[src/rtl/grmq_pkg.sv]
// Shared types, codes and the sequencer program for the grid occupancy block.
// Used by grmq_rows and grid_rectangle_mark_and_query_top; depends on nothing.
`default_nettype none

package grmq_pkg;

   // Result status codes
   localparam logic [1:0] STATUS_OK       = 2'd0;
   localparam logic [1:0] STATUS_BEYOND   = 2'd1;
   localparam logic [1:0] STATUS_REVERSED = 2'd2;

   // Configuration register indexes
   localparam logic [1:0] CSR_LOW_BOUND  = 2'd0;
   localparam logic [1:0] CSR_HIGH_BOUND = 2'd1;
   localparam logic [1:0] CSR_CELL_SCALE = 2'd2;

   // Request kinds
   localparam logic KIND_MARK  = 1'b0;
   localparam logic KIND_QUERY = 1'b1;

   // Jump conditions of a control word
   localparam logic [2:0] COND_NEXT      = 3'd0;
   localparam logic [2:0] COND_ALWAYS    = 3'd1;
   localparam logic [2:0] COND_NO_START  = 3'd2;
   localparam logic [2:0] COND_ERROR     = 3'd3;
   localparam logic [2:0] COND_MORE_ROWS = 3'd4;

   // Coordinate slots: 0 first_low, 1 first_high, 2 second_low, 3 second_high
   localparam logic [1:0] SLOT_FIRST_LOW   = 2'd0;
   localparam logic [1:0] SLOT_FIRST_HIGH  = 2'd1;
   localparam logic [1:0] SLOT_SECOND_LOW  = 2'd2;
   localparam logic [1:0] SLOT_SECOND_HIGH = 2'd3;

   // Program steps
   localparam logic [3:0] STEP_IDLE  = 4'd0;
   localparam logic [3:0] STEP_Q0    = 4'd1;
   localparam logic [3:0] STEP_Q1    = 4'd2;
   localparam logic [3:0] STEP_Q2    = 4'd3;
   localparam logic [3:0] STEP_Q3    = 4'd4;
   localparam logic [3:0] STEP_Q4    = 4'd5;
   localparam logic [3:0] STEP_Q5    = 4'd6;
   localparam logic [3:0] STEP_CHECK = 4'd7;
   localparam logic [3:0] STEP_LOOP  = 4'd8;
   localparam logic [3:0] STEP_DRAIN = 4'd9;
   localparam logic [3:0] STEP_DONE  = 4'd10;

   typedef struct packed {
      logic [2:0] cond;
      logic [3:0] target;
      logic       sub_en;
      logic [1:0] sub_sel;
      logic       mul_en;
      logic       cell_en;
      logic [1:0] cell_sel;
      logic       check;
      logic       row_rd;
      logic       emit;
   } uword_type;

   // Control between the sequencer and the row store
   typedef struct packed {
      logic rd_en;
      logic query;
   } row_cmd_type;

   function automatic uword_type make_uword(
      input logic [2:0] cond,
      input logic [3:0] target,
      input logic       sub_en,
      input logic [1:0] sub_sel,
      input logic       mul_en,
      input logic       cell_en,
      input logic [1:0] cell_sel,
      input logic       check,
      input logic       row_rd,
      input logic       emit
   );
      uword_type w;
      w.cond     = cond;
      w.target   = target;
      w.sub_en   = sub_en;
      w.sub_sel  = sub_sel;
      w.mul_en   = mul_en;
      w.cell_en  = cell_en;
      w.cell_sel = cell_sel;
      w.check    = check;
      w.row_rd   = row_rd;
      w.emit     = emit;
      return w;
   endfunction

   // Control store: subtract, multiply and clamp overlap across the four slots, then check, walk the rows and emit
   function automatic uword_type urom(input logic [3:0] step);
      uword_type w;
      unique case (step)
         STEP_IDLE:  w = make_uword(COND_NO_START, STEP_IDLE, 1'b0, SLOT_FIRST_LOW,
                                    1'b0, 1'b0, SLOT_FIRST_LOW, 1'b0, 1'b0, 1'b0);
         STEP_Q0:    w = make_uword(COND_NEXT, STEP_IDLE, 1'b1, SLOT_FIRST_LOW,
                                    1'b0, 1'b0, SLOT_FIRST_LOW, 1'b0, 1'b0, 1'b0);
         STEP_Q1:    w = make_uword(COND_NEXT, STEP_IDLE, 1'b1, SLOT_FIRST_HIGH,
                                    1'b1, 1'b0, SLOT_FIRST_LOW, 1'b0, 1'b0, 1'b0);
         STEP_Q2:    w = make_uword(COND_NEXT, STEP_IDLE, 1'b1, SLOT_SECOND_LOW,
                                    1'b1, 1'b1, SLOT_FIRST_LOW, 1'b0, 1'b0, 1'b0);
         STEP_Q3:    w = make_uword(COND_NEXT, STEP_IDLE, 1'b1, SLOT_SECOND_HIGH,
                                    1'b1, 1'b1, SLOT_FIRST_HIGH, 1'b0, 1'b0, 1'b0);
         STEP_Q4:    w = make_uword(COND_NEXT, STEP_IDLE, 1'b0, SLOT_FIRST_LOW,
                                    1'b1, 1'b1, SLOT_SECOND_LOW, 1'b0, 1'b0, 1'b0);
         STEP_Q5:    w = make_uword(COND_NEXT, STEP_IDLE, 1'b0, SLOT_FIRST_LOW,
                                    1'b0, 1'b1, SLOT_SECOND_HIGH, 1'b0, 1'b0, 1'b0);
         STEP_CHECK: w = make_uword(COND_ERROR, STEP_DONE, 1'b0, SLOT_FIRST_LOW,
                                    1'b0, 1'b0, SLOT_FIRST_LOW, 1'b1, 1'b0, 1'b0);
         STEP_LOOP:  w = make_uword(COND_MORE_ROWS, STEP_LOOP, 1'b0, SLOT_FIRST_LOW,
                                    1'b0, 1'b0, SLOT_FIRST_LOW, 1'b0, 1'b1, 1'b0);
         STEP_DRAIN: w = make_uword(COND_NEXT, STEP_IDLE, 1'b0, SLOT_FIRST_LOW,
                                    1'b0, 1'b0, SLOT_FIRST_LOW, 1'b0, 1'b0, 1'b0);
         STEP_DONE:  w = make_uword(COND_ALWAYS, STEP_IDLE, 1'b0, SLOT_FIRST_LOW,
                                    1'b0, 1'b0, SLOT_FIRST_LOW, 1'b0, 1'b0, 1'b1);
         default:    w = make_uword(COND_ALWAYS, STEP_IDLE, 1'b0, SLOT_FIRST_LOW,
                                    1'b0, 1'b0, SLOT_FIRST_LOW, 1'b0, 1'b0, 1'b0);
      endcase
      return w;
   endfunction

endpackage

`default_nettype wire

[src/rtl/grmq_rows.sv]
// Occupancy row store: one row memory with per-row valid bits and a
// read-modify-write / test stage. Depends on grmq_pkg.
`default_nettype none

module grmq_rows #(
   parameter int GRID_SIDE = 64
) (
   input  wire logic                         clock,
   input  wire logic                         reset,
   input  wire grmq_pkg::row_cmd_type        cmd,
   input  wire logic [$clog2(GRID_SIDE)-1:0] addr,
   input  wire logic [GRID_SIDE-1:0]         mask,
   output logic                              row_hit
);
   import grmq_pkg::*;

   localparam int IDX_W = $clog2(GRID_SIDE);

   logic [GRID_SIDE-1:0] mem [GRID_SIDE];
   logic [GRID_SIDE-1:0] valid_ff;
   logic [GRID_SIDE-1:0] rdata_ff;
   logic                 rvalid_ff;
   logic                 pend_ff;
   logic                 pquery_ff;
   logic [IDX_W-1:0]     paddr_ff;
   logic [GRID_SIDE-1:0] row_cur;
   logic                 wr_en;
   logic [GRID_SIDE-1:0] wr_data;

   // A row never written reads as cleared
   assign row_cur = rvalid_ff ? rdata_ff : '0;
   assign wr_en   = pend_ff && (pquery_ff == KIND_MARK);
   assign wr_data = row_cur | mask;
   assign row_hit = pend_ff && (pquery_ff == KIND_QUERY) && (|(row_cur & mask));

   // Read one row, write back the previous one
   always_ff @(posedge clock) begin
      if (cmd.rd_en) begin
         rdata_ff <= mem[addr];
      end
      if (wr_en) begin
         mem[paddr_ff] <= wr_data;
      end
   end

   // Track the row in flight
   always_ff @(posedge clock) begin
      if (cmd.rd_en) begin
         rvalid_ff <= valid_ff[addr];
         paddr_ff  <= addr;
         pquery_ff <= cmd.query;
      end
   end

   // Hold valid bits and the pending flag
   always_ff @(posedge clock) begin
      if (reset) begin
         valid_ff <= '0;
         pend_ff  <= 1'b0;
      end else begin
         pend_ff <= cmd.rd_en;
         if (wr_en) begin
            valid_ff[paddr_ff] <= 1'b1;
         end
      end
   end

endmodule

`default_nettype wire

[config.mk]
export PLATFORM = sky130hd
export DESIGN_NAME = grmq_rows
export DESIGN_NICKNAME = d
export VERILOG_FILES = /design/src/rtl/grmq_pkg.sv /design/src/rtl/grmq_rows.sv
export SDC_FILE = /design/constraint.sdc
export NUM_CORES = 2
export LEC_CHECK = 0
export BUFFER_PORTS_ARGS = -buffer_cell sky130_fd_sc_hd__buf_2
export CAP_MARGIN = 20
export CORE_ASPECT_RATIO = 0.7
export CORE_MARGIN = 3
export CORE_UTILIZATION = 28
export DETAILED_ROUTE_END_ITERATION = 10
export HOLD_SLACK_MARGIN = 0.05
export SKIP_CTS_REPAIR_TIMING = 1
export SLEW_MARGIN = 20
export SYNTH_ARGS = -nofsm -noshare
export SYNTH_HDL_FRONTEND = slang
export SYNTH_SLANG_ARGS = --single-unit
[constraint.sdc]
create_clock -name clock -period 4.6 [get_ports clock]
set_input_delay 0.46 -clock clock [delete_from_list [all_inputs] [get_ports clock]]
set_output_delay 0.46 -clock clock [all_outputs]
set_load 0.1 [all_outputs]
* Word-level counts from Yosys, hierarchy flattened
Memories as Yosys holds them, arrays and structs flattened. A register that Yosys moved wholly into a read port is not among the register bits.
Index checks and enable logic that the tools add are counted.
** Operators by class
- Order comparisons :: 3
- Muxes and demuxes :: 7
- Bitwise operators :: 4
- Reductions and logical operators :: 5
** Operator list (count)
- $or A64 B64 Y64 :: 2
- $and A64 B64 Y64 :: 1
- $mux W64 :: 1
- $reduce_or A64 Y1 :: 1
- $lt A6 B7 Y1 const B :: 2
- $bmux W1 S6 :: 1
- $demux W1 S6 :: 1
- $ge A6 B1 Y1 const B :: 1
- $logic_and A1 B1 Y1 :: 4
- $mux W1 :: 4
- $not A1 Y1 :: 1
** Storage, ports and cells
- Register bits after elaboration :: 73
- RAM bits :: 4096
- Input bits :: 74
- Logic and storage cells :: 25
- Memories :: 1
** Memories
- mem :: words 64, width 64, rd ports 1, clocked after memory_dff 1, wr ports 1, RTL line grmq_rows.sv:19 : logic [GRID_SIDE-1:0] mem [GRID_SIDE];

* Depth between registers and ports, before layout
- Depth after elaboration :: 5
- Gate-level depth with buffers :: 10

* Least setup slack after synthesis
No wires, ideal clock.
- Path kind :: flip-flop to flip-flop
- Start point :: register paddr_ff[4]
- End point :: memory mem[39][0], enable pin
- Library setup time :: 488 ps
- Arrival :: 3867 ps
- Data required time :: 4112 ps
- Path slack :: 244 ps
- Cell stages (with the launch flop) :: 5
- Cell sequence :: edfxtp_1 > clkbuf_1 > or3b_2 > clkbuf_1 > nor2_1
** RTL lines
- start, declared :: RTL line grmq_rows.sv:25 : logic [IDX_W-1:0] paddr_ff;
- start signal, assigned :: RTL line grmq_rows.sv:50 : paddr_ff <= addr;
- end, declared :: RTL line grmq_rows.sv:19
Straight into the memory's write port.

* Final worst setup path
- Start point :: register rdata_ff[62] (read register of mem)
- End point :: output port row_hit
** On the way
- Cells in the longest elaborated chain, start to end :: 4
** Ends and longest elaborated chain
- start, declared :: RTL line grmq_rows.sv:21 : logic [GRID_SIDE-1:0] rdata_ff;
- $mux W64 :: RTL line grmq_rows.sv:31 : assign row_cur = rvalid_ff ? rdata_ff : '0;
- $and A64 B64 Y64 :: RTL line grmq_rows.sv:34 : assign row_hit = pend_ff && (pquery_ff == KIND_QUERY) && (|(row_cur & mask));
- $reduce_or A64 Y1 :: RTL line grmq_rows.sv:34
- $logic_and A1 B1 Y1 :: RTL line grmq_rows.sv:34
- end, declared :: RTL line grmq_rows.sv:13 : output logic row_hit
No other way between the ends.

==> metrics.md <==
| Metric | Value |
|---|---|
| Final WL | `496000 um` |
| Max Fanout on Critical Path | `2` |
| Initial antenna violation count | `36` |
| GP Congestion | `0.797` |
| Remaining DRCs | `0` |
| VDD IR max | `0.319 mV` |
| Antenna Nets Post-Route | `0` |
| Worst rel slew slack | `14.7%` |
| Primary FF master, synth | `edfxtp_1` |
| RSZ-0062 raised after global routing | `false` |
| Global-route wire length before repair | `677000 um` |
| Share of layout cells above drive strength 1 | `27.4%` |
| WP buf/inv | `1` |
| DR vias | `82612` |
| Mapped Avg Cell Area | `22.8 sq um` |
| Critical Path RT | `4.14 ns` |
| Final hold violation count | `0` |
| FF+latch count, synth | `4233` |
| Fmax | `233 MHz` |
| Crit path capture type | `output pin` |
| EDFF count, synth | `4168` |
| Ports | `75` |
| Die height | `639 um` |
| Slowest CP cell | `a221oi_1` |
| Setup TNS | `0 ns` |
| Worst path arrival time | `3.83 ns` |
| Register area share after synthesis | `78.9%` |
| Slew Limit Fails | `0` |
| First-pass DRT Iterations | `8` |
| Net switching power | `0.0168 W` |
| Total power | `0.0772 W` |
| Max cap viols | `0` |
| GR Overflow Total | `0` |
| Leak pwr | `55.4 nW` |
| CTS clk-pin slew, worst paths | `0.08 ns` |
| Core ar. | `568000 sq um` |
| Crit start category | `flop` |
| Die ar. | `582000 sq um` |
| CTS buffer count | `357` |
| Distinct cells, synth | `40` |
| Die width | `910 um` |
| Worst Hold Class | `in -> reg` |
| Largest net degree at the start of global routing | `67` |
| # port buffers | `74` |
| Area growth, synth to finish | `14.9%` |
| Syn nets | `7095` |
| Clock Sinks | `4233` |
| Critical Path Max Stage Delay | `0.74 ns` |
| GRT Total Usage | `16.5%` |
| Final Setup Violations | `0` |
| Fin Clk Skew | `0.0667 ns` |
| Synthesized area | `160000 sq um` |
| Maximum level of the CTS H-tree | `5` |
| Crit share post-route | `93.2%` |
| Slew @ Worst Pin | `1.28 ns` |
| Synth Instances | `7021` |
| Logic pwr share | `5.3%` |
| PwrDens | `419 nW/um^2` |
| Ys Warns | `0` |
| Minimum clock period after layout | `4.29 ns` |
| Vias in the first global route | `80290` |
| CTS tree | `built` |
| Clock Latency Late Sink | `0.94 ns` |
| CTS max path bufs | `4` |
| Async SR Flop Fraction | `0%` |
| Internal | `0.0604 W` |
| Worst setup path category | `reg -> out` |
| WL/cell | `32.4 um` |
| Outcome | `finished, final reports clean` |
| DRT iter0 DRCs | `14889` |
| Number of vias per cell | `5.40` |
| Worst path cell trace | `a22o_1 -> a221oi_1 -> nand4_1 -> nor3_1 -> a21oi_1 -> buf_2` |
| Post-DP HPWL | `274000 um` |
| Layout Nets | `7512` |
| CTS root buffer | `clkbuf_16` |
| Switching share of power | `21.8%` |
| Effective utilization at floorplan | `28.2%` |
| Row count | `231` |
| Clk network pwr share | `39.0%` |
| Reg power frac | `55.7%` |
| Crit path max-delay family | `compound AO/OA/AOI/OAI gates` |
==> final cells by class <==
class | instances | area [sq um]
timing repair buffer | 468 | 4760
sequential | 4233 | 126000
antenna | 21 | 52.6
fill | 52836 | 384000
multi-input combinational | 2378 | 32300
tap | 7572 | 9470
clock inverter | 178 | 1640
clock buffer | 451 | 9510
==> registers in the layout (all words and copies together) (netlist names) <==
register   flops
pquery_ff      1
paddr_ff       6
pend_ff        1
valid_ff      64
rvalid_ff      1
mem         4096
rdata_ff      64
==> kinds of logic after synthesis <==
group                  share of synthesized area (%)
AO/OA/AOI/OAI                                   2.55
AND/OR/NAND/NOR                                 2.14
buffers and inverters                           1.34
flip-flops                                      78.9
multiplexers                                    15.1
==> cell usage after synthesis, drive strengths merged (6+ instances only) <==
cell    instances  area (sq um)
nand4         134           838
o22ai         129           807
clkbuf        157           591
mux2i          47           470
nor2b          28           175
a21o           64           480
a211oi         20           150
buf           253          1560
dfxtp          65          1300
a211o          43           377
o21ba          14           140
o21ai          73           365
nand2         141           529
and3           64           400
nand2b          6          37.5
a22oi         144          1080
a221oi          9          78.8
nor2          170           638
nand3         136           681
o221ai         56           490
a22o            9          78.8
edfxtp       4168        125000
mux4         1040         23400
mux2           28           315
==> routing by layer <==
metal	track usage (%)	vias up	wire, um
met2	23.8	6008	213000
met1	24.3	44841	199000
met5	0	-	131
met3	4.79	838	68700
li1	-	30905	-
met4	4.67	20	16300
==> through the flow <==
step	cell area [sq um]	worst slack, ns	util, %	cells	hold slack, ns
final	184000	0.311	32.4	15301	0.107
after global routing	184000	0.142	32.4	15289	0.0736
after CTS	184000	0.212	32.4	15276	-0.103
after detailed placement	173000	0.945	30.4	14647	0.459
after global placement	173000	0.918	30.4	14647	0.443
after floorplan	160000	0.245	-	7021	0.435
==> placed cells by master (no fill, tap or decap), drive strengths merged, types with 4 or more instances in the layout <==
cell type and instances:
a221oi 9, dlygate4sd3 4, o21ba 14, clkbuf 451
nand4 134, a22o 9, a211o 43, nand3 136
bufinv 26, nand2 141, and3 64, diode 21
a211oi 20, mux2 28, a22oi 144, o221ai 56
nand2b 6, o21ai 73, nor2 170, o22ai 129
dfxtp 65, clkinv 129, inv 9, buf 464
nand3b 4, edfxtp 4168, mux2i 47, nor2b 28
mux4 1040, clkinvlp 14, a21o 64
==> power by group through the flow <==
stage / clock network, W / registers (W) / logic (W)
2_1_floorplan: 0 / 0.0438 / 0.00238
3_3_place_gp: 0 / 0.0438 / 0.00393
3_5_place_dp: 0 / 0.0438 / 0.00406
4_1_cts: 0.0304 / 0.0430 / 0.00406
5_1_grt: 0.0320 / 0.0430 / 0.00430
6_report: 0.0301 / 0.0430 / 0.00409
==> worst paths after layout <==
path	startpoint	endpoint	slack (ns)	cells after the start
max reg2reg	pquery_ff	mem[59][55]	1.14	4
max	rdata_ff[62]	row_hit	0.31	6
min reg2reg	valid_ff[12]	valid_ff[12]	0.47	2
min	addr[3]	paddr_ff[3]	0.11	1
(Power assumes the default switching activity.)
